`src/rtl/wmrp_pkg.sv`:
```
// Shared types and constants for the min/max/RMS overview pyramid.
package wmrp_pkg;

   // Fixed field widths
   localparam int SAMPLE_W = 16;
   localparam int LEVEL_W  = 4;
   localparam int LENGTH_W = 26;
   localparam int RMS_W    = 16;
   localparam int BASE_W   = 11;
   localparam int LCNT_W   = 5;
   localparam int SQ_W     = 2 * SAMPLE_W - 1;
   localparam int RAD_W    = 2 * RMS_W;

   // Configuration register indexes
   localparam logic CSR_BASE_FRAMES = 1'b0;
   localparam logic CSR_LEVEL_COUNT = 1'b1;

   localparam logic [BASE_W-1:0] BASE_RESET = 11'd256;
   localparam logic [LCNT_W-1:0] LCNT_RESET = 5'd8;

   typedef enum logic [3:0] {
      ST_IDLE,
      ST_UPDATE,
      ST_SCAN,
      ST_DIV,
      ST_SQRT_LOAD,
      ST_SQRT,
      ST_OUT_LOAD,
      ST_OUT_WAIT,
      ST_DONE
   } state_type;

   typedef struct packed {
      logic capture;
      logic update;
      logic div_load;
      logic div_step;
      logic sqrt_load;
      logic sqrt_step;
      logic out_load;
      logic clear_all;
   } cmd_type;

   typedef struct packed {
      logic emit_hit;
      logic at_top;
      logic eos;
   } status_type;

endpackage

```
`src/rtl/waveform_min_max_rms_pyramid_core.sv`:
```
// Top level of the min/max/RMS overview pyramid.
// Each accepted sample transaction updates every active level in turn, one level per
// cycle, then scans the levels in order, one per cycle while no bucket closes, and each
// level whose bucket closes produces one result in ascending level order. A closing
// bucket adds a restoring division of its sum of squares by its length (one quotient
// bit per cycle), loading of the square-root radicand, a digit-by-digit square root and
// a load of the result register; the result is then held until taken. Input is taken
// only while the block is idle, so a new sample is not accepted before the previous
// one is finished. A configuration write restarts the stream.
module waveform_min_max_rms_pyramid_core #(
   parameter int MAX_LEVELS      = 16,
   parameter int MAX_BASE_FRAMES = 1024
) (
   input  logic         clock,
   input  logic         reset,
   input  logic         req_tvalid,
   output logic         req_tready,
   input  logic [15:0]  req_tdata,   // sample[15:0]
   input  logic         req_tlast,   // end_of_stream
   output logic         rsp_tvalid,
   input  logic         rsp_tready,
   output logic [79:0]  rsp_tdata,   // level[3:0], minimum, maximum, rms, length, zero pad
   output logic         rsp_tlast,   // last_of_run
   input  logic         csr_we,
   input  logic         csr_addr,
   input  logic [10:0]  csr_wdata
);
   import wmrp_pkg::*;

   localparam int LVL_W  = (MAX_LEVELS > 1) ? $clog2(MAX_LEVELS) : 1;
   localparam int FILL_W = $clog2(MAX_BASE_FRAMES) + MAX_LEVELS;
   localparam int SUM_W  = FILL_W + 2 * SAMPLE_W - 2;

   cmd_type cmd;
   status_type status;
   logic [LVL_W-1:0] lvl;
   logic [LEVEL_W-1:0] out_level;
   logic signed [SAMPLE_W-1:0] out_min;
   logic signed [SAMPLE_W-1:0] out_max;
   logic [RMS_W-1:0] out_rms;
   logic [LENGTH_W-1:0] out_length;

   wmrp_control #(
      .LVL_W (LVL_W),
      .SUM_W (SUM_W)
   ) u_control (
      .clock      (clock),
      .reset      (reset),
      .req_tvalid (req_tvalid),
      .req_tready (req_tready),
      .rsp_tvalid (rsp_tvalid),
      .rsp_tready (rsp_tready),
      .status     (status),
      .cmd        (cmd),
      .lvl        (lvl)
   );

   wmrp_datapath #(
      .MAX_LEVELS      (MAX_LEVELS),
      .MAX_BASE_FRAMES (MAX_BASE_FRAMES),
      .LVL_W           (LVL_W),
      .FILL_W          (FILL_W),
      .SUM_W           (SUM_W)
   ) u_datapath (
      .clock      (clock),
      .reset      (reset),
      .cmd        (cmd),
      .lvl        (lvl),
      .status     (status),
      .in_sample  (req_tdata),
      .in_eos     (req_tlast),
      .csr_we     (csr_we),
      .csr_addr   (csr_addr),
      .csr_wdata  (csr_wdata),
      .out_level  (out_level),
      .out_min    (out_min),
      .out_max    (out_max),
      .out_rms    (out_rms),
      .out_length (out_length),
      .out_last   (rsp_tlast)
   );

   assign rsp_tdata = {2'b00, out_length, out_rms, out_max, out_min, out_level};

endmodule

```
`src/rtl/wmrp_datapath.sv`:
```
// Datapath: per-level bucket state, divider, square root and result register.
module wmrp_datapath #(
   parameter int MAX_LEVELS      = 16,
   parameter int MAX_BASE_FRAMES = 1024,
   parameter int LVL_W           = 4,
   parameter int FILL_W          = 26,
   parameter int SUM_W           = 56
) (
   input  logic                                  clock,
   input  logic                                  reset,
   input  wmrp_pkg::cmd_type                     cmd,
   input  logic [LVL_W-1:0]                      lvl,
   output wmrp_pkg::status_type                  status,
   input  logic signed [wmrp_pkg::SAMPLE_W-1:0]  in_sample,
   input  logic                                  in_eos,
   input  logic                                  csr_we,
   input  logic                                  csr_addr,
   input  logic [wmrp_pkg::BASE_W-1:0]           csr_wdata,
   output logic [wmrp_pkg::LEVEL_W-1:0]          out_level,
   output logic signed [wmrp_pkg::SAMPLE_W-1:0]  out_min,
   output logic signed [wmrp_pkg::SAMPLE_W-1:0]  out_max,
   output logic [wmrp_pkg::RMS_W-1:0]            out_rms,
   output logic [wmrp_pkg::LENGTH_W-1:0]         out_length,
   output logic                                  out_last
);
   import wmrp_pkg::*;

   localparam int CMPW  = 18;
   localparam int REM_W = FILL_W + 1;
   localparam int SREM_W = RMS_W + 2;

   logic [BASE_W-1:0] base_ff;
   logic [LCNT_W-1:0] lcnt_ff;
   logic signed [SAMPLE_W-1:0] samp_ff;
   logic eos_ff;
   logic [SQ_W-1:0] sq_ff;
   logic [MAX_LEVELS-1:0] mask_ff;

   logic [FILL_W-1:0] fill_ff [MAX_LEVELS];
   logic [MAX_LEVELS-1:0] full_ff;
   logic signed [SAMPLE_W-1:0] min_ff [MAX_LEVELS];
   logic signed [SAMPLE_W-1:0] max_ff [MAX_LEVELS];
   logic [SUM_W-1:0] sum_ff [MAX_LEVELS];

   logic [REM_W-1:0] rem_ff;
   logic [SUM_W-1:0] quo_ff;
   logic [FILL_W-1:0] divisor_ff;
   logic [RAD_W-1:0] rad_ff;
   logic [SREM_W-1:0] srem_ff;
   logic [RMS_W-1:0] root_ff;

   // Effective configuration
   logic [FILL_W-1:0] base_eff;
   logic [LVL_W-1:0] top_lvl;
   logic [CMPW-1:0] base_x;
   logic [CMPW-1:0] lcnt_x;
   always_comb begin
      base_x = CMPW'(base_ff);
      lcnt_x = CMPW'(lcnt_ff);
      if (base_x == '0) begin
         base_eff = FILL_W'(1);
      end else if (base_x > CMPW'(MAX_BASE_FRAMES)) begin
         base_eff = FILL_W'(MAX_BASE_FRAMES);
      end else begin
         base_eff = FILL_W'(base_ff);
      end
      if (lcnt_x == '0) begin
         top_lvl = '0;
      end else if (lcnt_x > CMPW'(MAX_LEVELS)) begin
         top_lvl = LVL_W'(MAX_LEVELS - 1);
      end else begin
         top_lvl = LVL_W'(lcnt_x - CMPW'(1));
      end
   end

   // Configuration registers
   always_ff @(posedge clock) begin
      if (reset) begin
         base_ff <= BASE_RESET;
         lcnt_ff <= LCNT_RESET;
      end else if (csr_we) begin
         unique case (csr_addr)
            CSR_BASE_FRAMES: base_ff <= csr_wdata;
            CSR_LEVEL_COUNT: lcnt_ff <= csr_wdata[LCNT_W-1:0];
            default:         base_ff <= base_ff;
         endcase
      end
   end

   // Input capture; square registered before accumulation
   always_ff @(posedge clock) begin
      if (cmd.capture) begin
         samp_ff <= in_sample;
         eos_ff  <= in_eos;
         sq_ff   <= SQ_W'(in_sample * in_sample);
      end
   end

   // Bucket update for the selected level
   logic [FILL_W-1:0] fill_old;
   logic [FILL_W-1:0] fill_new;
   logic [FILL_W-1:0] size_lvl;
   logic first;
   logic full_hit;
   logic emit_now;
   logic signed [SAMPLE_W-1:0] min_new;
   logic signed [SAMPLE_W-1:0] max_new;
   logic [SUM_W-1:0] sum_new;
   always_comb begin
      fill_old = fill_ff[lvl];
      first    = (fill_old == '0);
      fill_new = fill_old + FILL_W'(1);
      size_lvl = base_eff << lvl;
      full_hit = (fill_new >= size_lvl);
      emit_now = full_hit || (eos_ff && ((lvl == '0) || full_ff[lvl]));
      min_new  = (first || samp_ff < min_ff[lvl]) ? samp_ff : min_ff[lvl];
      max_new  = (first || samp_ff > max_ff[lvl]) ? samp_ff : max_ff[lvl];
      sum_new  = (first ? '0 : sum_ff[lvl]) + SUM_W'(sq_ff);
   end

   // Fill counts and full marks, cleared on reset, config write or stream end
   always_ff @(posedge clock) begin
      if (reset || csr_we || cmd.clear_all) begin
         for (int i = 0; i < MAX_LEVELS; i++) begin
            fill_ff[i] <= '0;
         end
         full_ff <= '0;
      end else if (cmd.update) begin
         fill_ff[lvl] <= fill_new;
         if (full_hit) begin
            full_ff[lvl] <= 1'b1;
         end
      end else if (cmd.out_load) begin
         fill_ff[lvl] <= '0;
      end
   end

   always_ff @(posedge clock) begin
      if (cmd.update) begin
         min_ff[lvl] <= min_new;
         max_ff[lvl] <= max_new;
         sum_ff[lvl] <= sum_new;
      end
   end

   always_ff @(posedge clock) begin
      if (reset || cmd.capture) begin
         mask_ff <= '0;
      end else if (cmd.update) begin
         mask_ff[lvl] <= emit_now;
      end
   end

   // Restoring divider: one quotient bit per step
   logic [REM_W:0] rem_sh;
   logic rem_ge;
   always_comb begin
      rem_sh = {rem_ff, quo_ff[SUM_W-1]};
      rem_ge = (rem_sh >= (REM_W+1)'(divisor_ff));
   end

   always_ff @(posedge clock) begin
      if (cmd.div_load) begin
         rem_ff     <= '0;
         quo_ff     <= sum_ff[lvl];
         divisor_ff <= fill_ff[lvl];
      end else if (cmd.div_step) begin
         rem_ff <= rem_ge ? REM_W'(rem_sh - (REM_W+1)'(divisor_ff)) : REM_W'(rem_sh);
         quo_ff <= {quo_ff[SUM_W-2:0], rem_ge};
      end
   end

   // Digit-by-digit square root: one result bit per step
   logic [SREM_W+1:0] srem_sh;
   logic [SREM_W+1:0] trial;
   logic sq_ge;
   always_comb begin
      srem_sh = {srem_ff, rad_ff[RAD_W-1:RAD_W-2]};
      trial   = {2'b00, root_ff, 2'b01};
      sq_ge   = (srem_sh >= trial);
   end

   always_ff @(posedge clock) begin
      if (cmd.sqrt_load) begin
         rad_ff  <= RAD_W'(quo_ff);
         srem_ff <= '0;
         root_ff <= '0;
      end else if (cmd.sqrt_step) begin
         rad_ff  <= {rad_ff[RAD_W-3:0], 2'b00};
         srem_ff <= sq_ge ? SREM_W'(srem_sh - trial) : SREM_W'(srem_sh);
         root_ff <= {root_ff[RMS_W-2:0], sq_ge};
      end
   end

   // Last result of this transaction: no emitting level above the current one
   logic is_last;
   always_comb begin
      is_last = 1'b1;
      for (int i = 0; i < MAX_LEVELS; i++) begin
         if ((LVL_W'(i) > lvl) && mask_ff[i]) begin
            is_last = 1'b0;
         end
      end
   end

   // Result register
   always_ff @(posedge clock) begin
      if (cmd.out_load) begin
         out_level  <= LEVEL_W'(lvl);
         out_min    <= min_ff[lvl];
         out_max    <= max_ff[lvl];
         out_rms    <= root_ff;
         out_length <= LENGTH_W'(fill_ff[lvl]);
         out_last   <= is_last;
      end
   end

   assign status.emit_hit = mask_ff[lvl];
   assign status.at_top   = (lvl == top_lvl);
   assign status.eos      = eos_ff;

endmodule

```
`src/rtl/wmrp_control.sv`:
```
// Controller: sequences level updates, division, square root and result handoff.
module wmrp_control #(
   parameter int LVL_W = 4,
   parameter int SUM_W = 56
) (
   input  logic                  clock,
   input  logic                  reset,
   input  logic                  req_tvalid,
   output logic                  req_tready,
   output logic                  rsp_tvalid,
   input  logic                  rsp_tready,
   input  wmrp_pkg::status_type  status,
   output wmrp_pkg::cmd_type     cmd,
   output logic [LVL_W-1:0]      lvl
);
   import wmrp_pkg::*;

   localparam int CNT_W = $clog2(SUM_W);

   state_type state_ff, state_in;
   logic [LVL_W-1:0] lvl_ff, lvl_in;
   logic [CNT_W-1:0] iter_ff, iter_in;

   always_ff @(posedge clock) begin
      if (reset) begin
         state_ff <= ST_IDLE;
         lvl_ff   <= '0;
         iter_ff  <= '0;
      end else begin
         state_ff <= state_in;
         lvl_ff   <= lvl_in;
         iter_ff  <= iter_in;
      end
   end

   // Next state
   always_comb begin
      state_in = state_ff;
      lvl_in   = lvl_ff;
      iter_in  = iter_ff;
      unique case (state_ff)
         ST_IDLE: begin
            lvl_in = '0;
            if (req_tvalid) begin
               state_in = ST_UPDATE;
            end
         end
         ST_UPDATE: begin
            if (status.at_top) begin
               lvl_in   = '0;
               state_in = ST_SCAN;
            end else begin
               lvl_in = lvl_ff + LVL_W'(1);
            end
         end
         ST_SCAN: begin
            iter_in = '0;
            if (status.emit_hit) begin
               state_in = ST_DIV;
            end else if (status.at_top) begin
               state_in = ST_DONE;
            end else begin
               lvl_in = lvl_ff + LVL_W'(1);
            end
         end
         ST_DIV: begin
            iter_in = iter_ff + CNT_W'(1);
            if (iter_ff == CNT_W'(SUM_W - 1)) begin
               state_in = ST_SQRT_LOAD;
            end
         end
         ST_SQRT_LOAD: begin
            iter_in  = '0;
            state_in = ST_SQRT;
         end
         ST_SQRT: begin
            iter_in = iter_ff + CNT_W'(1);
            if (iter_ff == CNT_W'(RMS_W - 1)) begin
               state_in = ST_OUT_LOAD;
            end
         end
         ST_OUT_LOAD: begin
            state_in = ST_OUT_WAIT;
         end
         ST_OUT_WAIT: begin
            if (rsp_tready) begin
               if (status.at_top) begin
                  state_in = ST_DONE;
               end else begin
                  lvl_in   = lvl_ff + LVL_W'(1);
                  state_in = ST_SCAN;
               end
            end
         end
         ST_DONE: begin
            state_in = ST_IDLE;
         end
         default: state_in = ST_IDLE;
      endcase
   end

   // Outputs
   always_comb begin
      cmd        = '0;
      req_tready = 1'b0;
      rsp_tvalid = 1'b0;
      unique case (state_ff)
         ST_IDLE: begin
            req_tready  = 1'b1;
            cmd.capture = req_tvalid;
         end
         ST_UPDATE:    cmd.update = 1'b1;
         ST_SCAN:      cmd.div_load = status.emit_hit;
         ST_DIV:       cmd.div_step = 1'b1;
         ST_SQRT_LOAD: cmd.sqrt_load = 1'b1;
         ST_SQRT:      cmd.sqrt_step = 1'b1;
         ST_OUT_LOAD:  cmd.out_load = 1'b1;
         ST_OUT_WAIT:  rsp_tvalid = 1'b1;
         ST_DONE:      cmd.clear_all = status.eos;
         default:      cmd = '0;
      endcase
   end

   assign lvl = lvl_ff;

endmodule
```
`config.mk`:
```
export PLATFORM = sky130hd
export DESIGN_NAME = waveform_min_max_rms_pyramid_core
export DESIGN_NICKNAME = d
export VERILOG_FILES = /design/src/rtl/wmrp_pkg.sv /design/src/rtl/waveform_min_max_rms_pyramid_core.sv /design/src/rtl/wmrp_datapath.sv /design/src/rtl/wmrp_control.sv
export SDC_FILE = /design/constraint.sdc
export NUM_CORES = 2
export LEC_CHECK = 0
export BUFFER_PORTS_ARGS = -buffer_cell sky130_fd_sc_hd__buf_4
export CORE_UTILIZATION = 40
export DETAILED_ROUTE_END_ITERATION = 12
export PLACE_DENSITY = 0.61
export REMOVE_ABC_BUFFERS = 1
export SLEW_MARGIN = 20
export SYNTH_ARGS = -nofsm -noshare
export SYNTH_HDL_FRONTEND = slang
export SYNTH_SLANG_ARGS = --single-unit
```
`constraint.sdc`:
```
create_clock -name clock -period 9.9 [get_ports clock]
set_input_delay 1.98 -clock clock [delete_from_list [all_inputs] [get_ports clock]]
set_output_delay 1.98 -clock clock [all_outputs]
set_load 0.01 [all_outputs]
```
Word-level counts from Yosys, hierarchy flattened:

Memory sizes are Yosys's and may differ from the RTL's. A register that Yosys moved wholly into a read port is not among the register bits.
Index checks and enable logic that the tools add are counted.

* $add $sub $neg: 7
* multipliers: 1
* magnitude comparators: 25
* equality and inequality tests: 18
* shift-type cells: 1
* multiplexer cells: 68
* bitwise gates (word level): 3
* reduce and logical (&&, ||, !) cells: 43

Operator list (number)
* 56-bit two-way mux: 3
* 4-bit two-way mux: 23
* 26-bit two-way mux: 3
* 32-bit two-way mux: 2
* 56-bit by 31-bit adder with 56-bit output: 1
* 4-bit > comparator (first input constant): 8
* 16-bit two-way mux: 2
* 4-bit one-hot mux with 8 select lines: 1
* 16-bit by 16-bit multiplier with 31-bit output: 1
* 28-bit by 26-bit >= comparator with 1-bit output: 1
* 27-bit two-way mux: 1
* 27-bit by 26-bit subtractor with 27-bit output: 1
* 26-bit by 1-bit adder with 26-bit output (second input constant): 1
* 26-bit >= comparator: 1
* 26-bit logical NOT: 1
* 26-bit OR reduction: 1
* 26-bit by 4-bit left shift with 26-bit output: 1
* 1-bit two-way mux: 25
* 20-bit by 18-bit >= comparator with 1-bit output: 1
* 1-bit logical AND: 18
* 18-bit two-way mux: 1
* 18-bit subtractor: 1
* 16-bit bitwise mux: 1
* 4-bit by 3-bit == test with 1-bit output (second input constant): 4
* 40 further kinds: 63

* bits in registers: 364
* RAM bits: 1824
* bits of input ports: 34
* memories: 4

Memory list
* u_datapath.sum_ff: words 16, bits a word 56, rd ports 1, clocked after Yosys merged registers in 1, wr ports 1, line wmrp_datapath.sv:43 `logic [SUM_W-1:0] sum_ff [MAX_LEVELS];`
* u_datapath.fill_ff: words 16, bits a word 26, rd ports 1, clocked after Yosys merged registers in 1, wr ports 16, line wmrp_datapath.sv:39 `logic [FILL_W-1:0] fill_ff [MAX_LEVELS];`
* u_datapath.max_ff: words 16, bits a word 16, rd ports 1, clocked after Yosys merged registers in 1, wr ports 1, line wmrp_datapath.sv:42 `logic signed [SAMPLE_W-1:0] max_ff [MAX_LEVELS];`
* u_datapath.min_ff: words 16, bits a word 16, rd ports 1, clocked after Yosys merged registers in 1, wr ports 1, line wmrp_datapath.sv:41 `logic signed [SAMPLE_W-1:0] min_ff [MAX_LEVELS];`

Depth between registers and ports, before layout:

* depth in word-level cells: 9
* mapped depth: 28

Hierarchy:

From an unflattened synthesis, not the netlist that was laid out.

* cell total of the unflattened synthesis: 6159
* area total of the unflattened synthesis: 100284.9 um2

By module, submodules not included
* wmrp_datapath: times used 1, cells an instance 6026, area each 99281.5 um2, seq. area each 64111.5 um2
* wmrp_control: times used 1, cells an instance 130, area each 984.7 um2, seq. area each 280.3 um2
* waveform_min_max_rms_pyramid_core: times used 1, cells an instance 3, area each 18.8 um2, seq. area each 0.0 um2

Least setup slack after synthesis:

No wires, ideal clock.

* kind: flip-flop to flip-flop
* start point: register u_control.lvl_ff[0] (netlist: u_control.lvl[0])
* end point: register u_datapath.mask_ff[10]
* library setup time: 0.437 ns
* arrival: 8.145 ns
* data required time: 9.463 ns
* path slack: 1.318 ns
* cell stages (with the launch flop): 10
* buffers on the path: 4
* clock period less this slack: 8.582 ns
* cell sequence: dfxtp_1 -> clkbuf_1 -> clkbuf_1 -> clkbuf_1 -> clkbuf_1 -> inv_1 -> ha_1 -> inv_1 -> nor3_1 -> a211oi_1

* word-level cells in the longest chain between the ends: 6

RTL lines
* from (decl): line wmrp_control.sv:21 `logic [LVL_W-1:0] lvl_ff, lvl_in;`
* from (signal assigned): line wmrp_control.sv:31 `lvl_ff <= lvl_in;`
* branches (longest 5 deep; another with 26-bit >= comparator)
* 16-bit bitwise mux (*): line wmrp_datapath.sv:150 `mask_ff[lvl] <= emit_now;`
* to (signal, indexed assignment): line wmrp_datapath.sv:150
* to (decl): line wmrp_datapath.sv:37 `logic [MAX_LEVELS-1:0] mask_ff;`

Every way passes the cells marked *. The select of a mux whose other input is x is not followed.
A chain may end at the register's enable or synchronous reset.

==> flow_summary.json <==
{
  "first_pass_iters": 6,
  "ir_drop_v": 0.000291,
  "hold_viol": 0,
  "setup_viol_count_final": 0,
  "crit_buf_inv": 2,
  "clock_latency_ps": 910,
  "maxSlewViolCount": 0,
  "portBuffers": 114,
  "p_switching_mw": 12.4,
  "ant_nets": 0,
  "clock.fmax_mhz": 117,
  "hold_depth": 2,
  "area_delta_synth_final_pct": 12.5,
  "hold_end": "u_datapath.full_ff[9]",
  "synth_top_area_share_pct": 61.7,
  "viasPerCell": 5.59,
  "drive_above_1_share_pct": 20.0,
  "crit_family": "simple AND/OR/NAND/NOR gates",
  "place.gp.congestion": 0.830,
  "worstPathRequired_ps": 10400,
  "ys.flop_type": "edfxtp_1",
  "hold_path.startpoint": "u_datapath.full_ff[9]",
  "timing.rr.end": "u_datapath.sum_ff[5][32]",
  "synth_area_per_cell_um2": 16.1,
  "drv_cap": 0,
  "rrSetupSlack_ps": 1340,
  "post_cts_resize_count": 0,
  "die_area_um2": 253000,
  "vias": 55580,
  "grt.overflow.total": 0,
  "worst_path_largest_cell_delay_ps": 870,
  "synthTopCellsByCount": "2063 x edfxtp_1, 649 x nor2_1, 560 x mux4_2",
  "rows": 183,
  "rsz0062_at_grt": "false",
  "wirelength_um": 254000,
  "worst_slew_pin_slew_ps": 1150,
  "p_leak_nw": 38.6,
  "grt_pass1_wl_um": 377000,
  "seqPwrFrac_pct": 39.1,
  "cts_root_buf": "clkbuf_16",
  "worstHoldPathType": "reg -> reg",
  "utilization_pct": 45.4,
  "period_share_pct": 86.5,
  "p_clk_share_pct": 23.3,
  "yosysUniqueCellTypes": 79,
  "p_int_mw": 23.4,
  "critPathArrivalTime_ps": 9060,
  "synth.most_common_cell": "edfxtp_1",
  "setup_tns_ps": 0,
  "synthArstFlopShare_pct": 0,
  "yosys_warnings": 0,
  "cts_hold_buffers": 0,
  "synthTopCellsByArea": "edfxtp_1 62%, mux4_2 13%, fa_1 4.6%, ha_1 2.8%, dfxtp_1 2.5%",
  "outcome": "finished, final reports clean",
  "clock_sinks": 2190,
  "h-tree-depth": 4,
  "post-place-ws_ps": 1000,
  "grt_max_degree": 92,
  "endpoint_kind": "register",
  "nets": 6909,
  "startpoint_type": "register",
  "crit_fanout": 34,
  "clkTransAtPathRegs_ps": 60,
  "slew_headroom_pct": 22.9,
  "ys_seq_area_share_pct": 64.2,
  "route.detailed.drc": 0,
  "drt_iter0_drc": 5677,
  "synth-edff-count": 2063,
  "dpl.hpwl_um": 148000,
  "syn_inst": 6243,
  "die_y_um": 503,
  "grt_usage_pct": 20.2,
  "synthesis.area_um2": 100000,
  "fin_skew_ps": 113,
  "antenna_found_initial": 6,
  "wl_per_cell_um": 25.6,
  "die_x_um": 503,
  "io_pins": 117,
  "core-area_um2": 249000,
  "floorplan.initialDensity_pct": 40.3,
  "yosysTopAreaCell": "edfxtp_1",
  "setup_ws_ps": 1340,
  "combPwrFrac_pct": 37.6,
  "path_cells": "buf_4, mux4_2, a22oi_1, nand2_1, nor4b_2, nand4_2, nor2_4, buf_4, nor2b_1, ha_1, ha_1, a21o_1, a21oi_1, nor2b_1, o211ai_1, or4b_1, a41oi_1, o211ai_1, a31o_2, a211oi_1, nor3b_1, xnor2_1, nor2_1",
  "p_per_area_nw_per_um2": 317,
  "clockBufferDepth": 3,
  "grt_pass1_vias": 56699,
  "cts_tree": "done",
  "synth_seq_cells": 2190,
  "cts_made_buffers": 221,
  "min_period_ps": 8560,
  "sw_frac_of_total_pct": 34.7,
  "post_cts_buffers": 0,
  "crit_slowest_cell": "dfxtp_4",
  "r2r_cells": 23,
  "path_class": "reg -> reg"
}
-- power by group through the flow --
stage | Sequential (mW) | Clock [mW] | Combinational, mW
floorplan | 14.3 | 0 | 10.3
global placement | 14.2 | 0 | 13.0
detailed placement | 14.2 | 0 | 13.3
CTS | 14.0 | 8.49 | 13.4
global route | 14.0 | 8.84 | 14.9
finish | 14.0 | 8.35 | 13.5
-- worst register-to-register path, delay by kind of cell, from the launching register on --
| family | cells | cell delay, ps |
|---|---|---|
| AND/OR/NAND/NOR | 9 | 2760 |
| AO/OA/AOI/OAI | 8 | 2640 |
| multiplexers | 1 | 540 |
| XOR/XNOR | 1 | 150 |
| adder cells (fa/ha/maj) | 2 | 430 |
| flip-flops | 1 | 870 |
| buffers and inverters | 2 | 760 |
-- cells in the final DEF (no fill, tap or decap), drive strengths merged, types with 57 or more instances in the layout --
master,count
and2,57
ha,228
edfxtp,2063
mux2,120
clkbuf,269
fa,231
nor2,650
buf,246
xnor2,111
clkinv,111
dfxtp,127
a21o,58
inv,486
mux4,560
o21ai,115
nor2b,66
a21oi,189
nand2,342
-- flip-flops by register name (all words and copies together), names as in the netlist, 6 cells and up, named ones only --
register,cells
u_datapath.mask_ff,16
u_datapath.srem_ff,18
u_datapath.root_ff,16
u_datapath.full_ff,16
u_datapath.out_length,26
u_datapath.divisor_ff,26
u_datapath.samp_ff,15
u_datapath.sum_ff,896
u_datapath.max_ff,256
u_datapath.fill_ff,416
u_datapath.rem_ff,27
u_datapath.out_rms,16
u_control.iter_ff,6
u_datapath.quo_ff,56
u_datapath.rad_ff,32
u_datapath.min_ff,256
u_datapath.out_max,16
u_datapath.base_ff,11
u_datapath.sq_ff,30
u_datapath.out_min,16
-- cells by family after synthesis --
logic type | count (synthesis) | synth area share, %
flops | 2190 | 64.2
simple gates | 1364 | 5.98
buf+inv | 778 | 3.09
mux | 721 | 14.3
compound gates | 573 | 3.60
fa+ha+maj | 460 | 7.45
xor+xnor | 156 | 1.36
other cells | 1 | 0.00373
-- per-layer routing --
metal  track usage [%]  share of wire (%)  vias to the layer above  wire, um
li1                  -                  -                    23844         -
met1              28.8                 43                    29325    110000
met2              32.5                 48                     2070    121000
met3              3.12                6.9                      341     17600
met4              4.57                2.0                        0      5050
met5                 0                  0                        -         0
-- layout make-up --
class,count,area [um2]
inverter,481,1810
sequential,2190,64500
multi-input combinational,3276,33200
clock inverter,145,1510
clock buffer,269,5800
fill,21712,136000
tap,3330,4170
timing repair buffer,246,2000
antenna,1,2.50
-- per-stage QoR --
| stage | power (mW) | cell area [um2] | hold slack [ps] | instances |
|---|---|---|---|---|
| 5_1_grt | 37.8 | 113000 | 498 | 9938 |
| 4_1_cts | 35.9 | 113000 | 469 | 9937 |
| 6_report | 35.8 | 113000 | 465 | 9938 |
| 2_1_floorplan | 24.5 | 99200 | 430 | 5947 |
| 3_3_place_gp | 27.1 | 106000 | 444 | 9523 |
| 3_5_place_dp | 27.5 | 106000 | 456 | 9523 |
-- worst max path at each step --
stage | cells past startpoint | to | slack [ps] | from
CTS | 23 | u_datapath.sum_ff[5][32] | 1380 | register
global placement | 28 | u_datapath.sq_ff[30] | 1010 | req_tdata[3]
finish | 23 | u_datapath.sum_ff[5][32] | 1340 | register
global route | 23 | u_datapath.sum_ff[5][32] | 870 | register
floorplan | 22 | u_datapath.sum_ff[0][48] | -15400 | register
detailed placement | 28 | u_datapath.sq_ff[30] | 1000 | req_tdata[3]
Note: power is estimated with default switching activity, not from simulation.
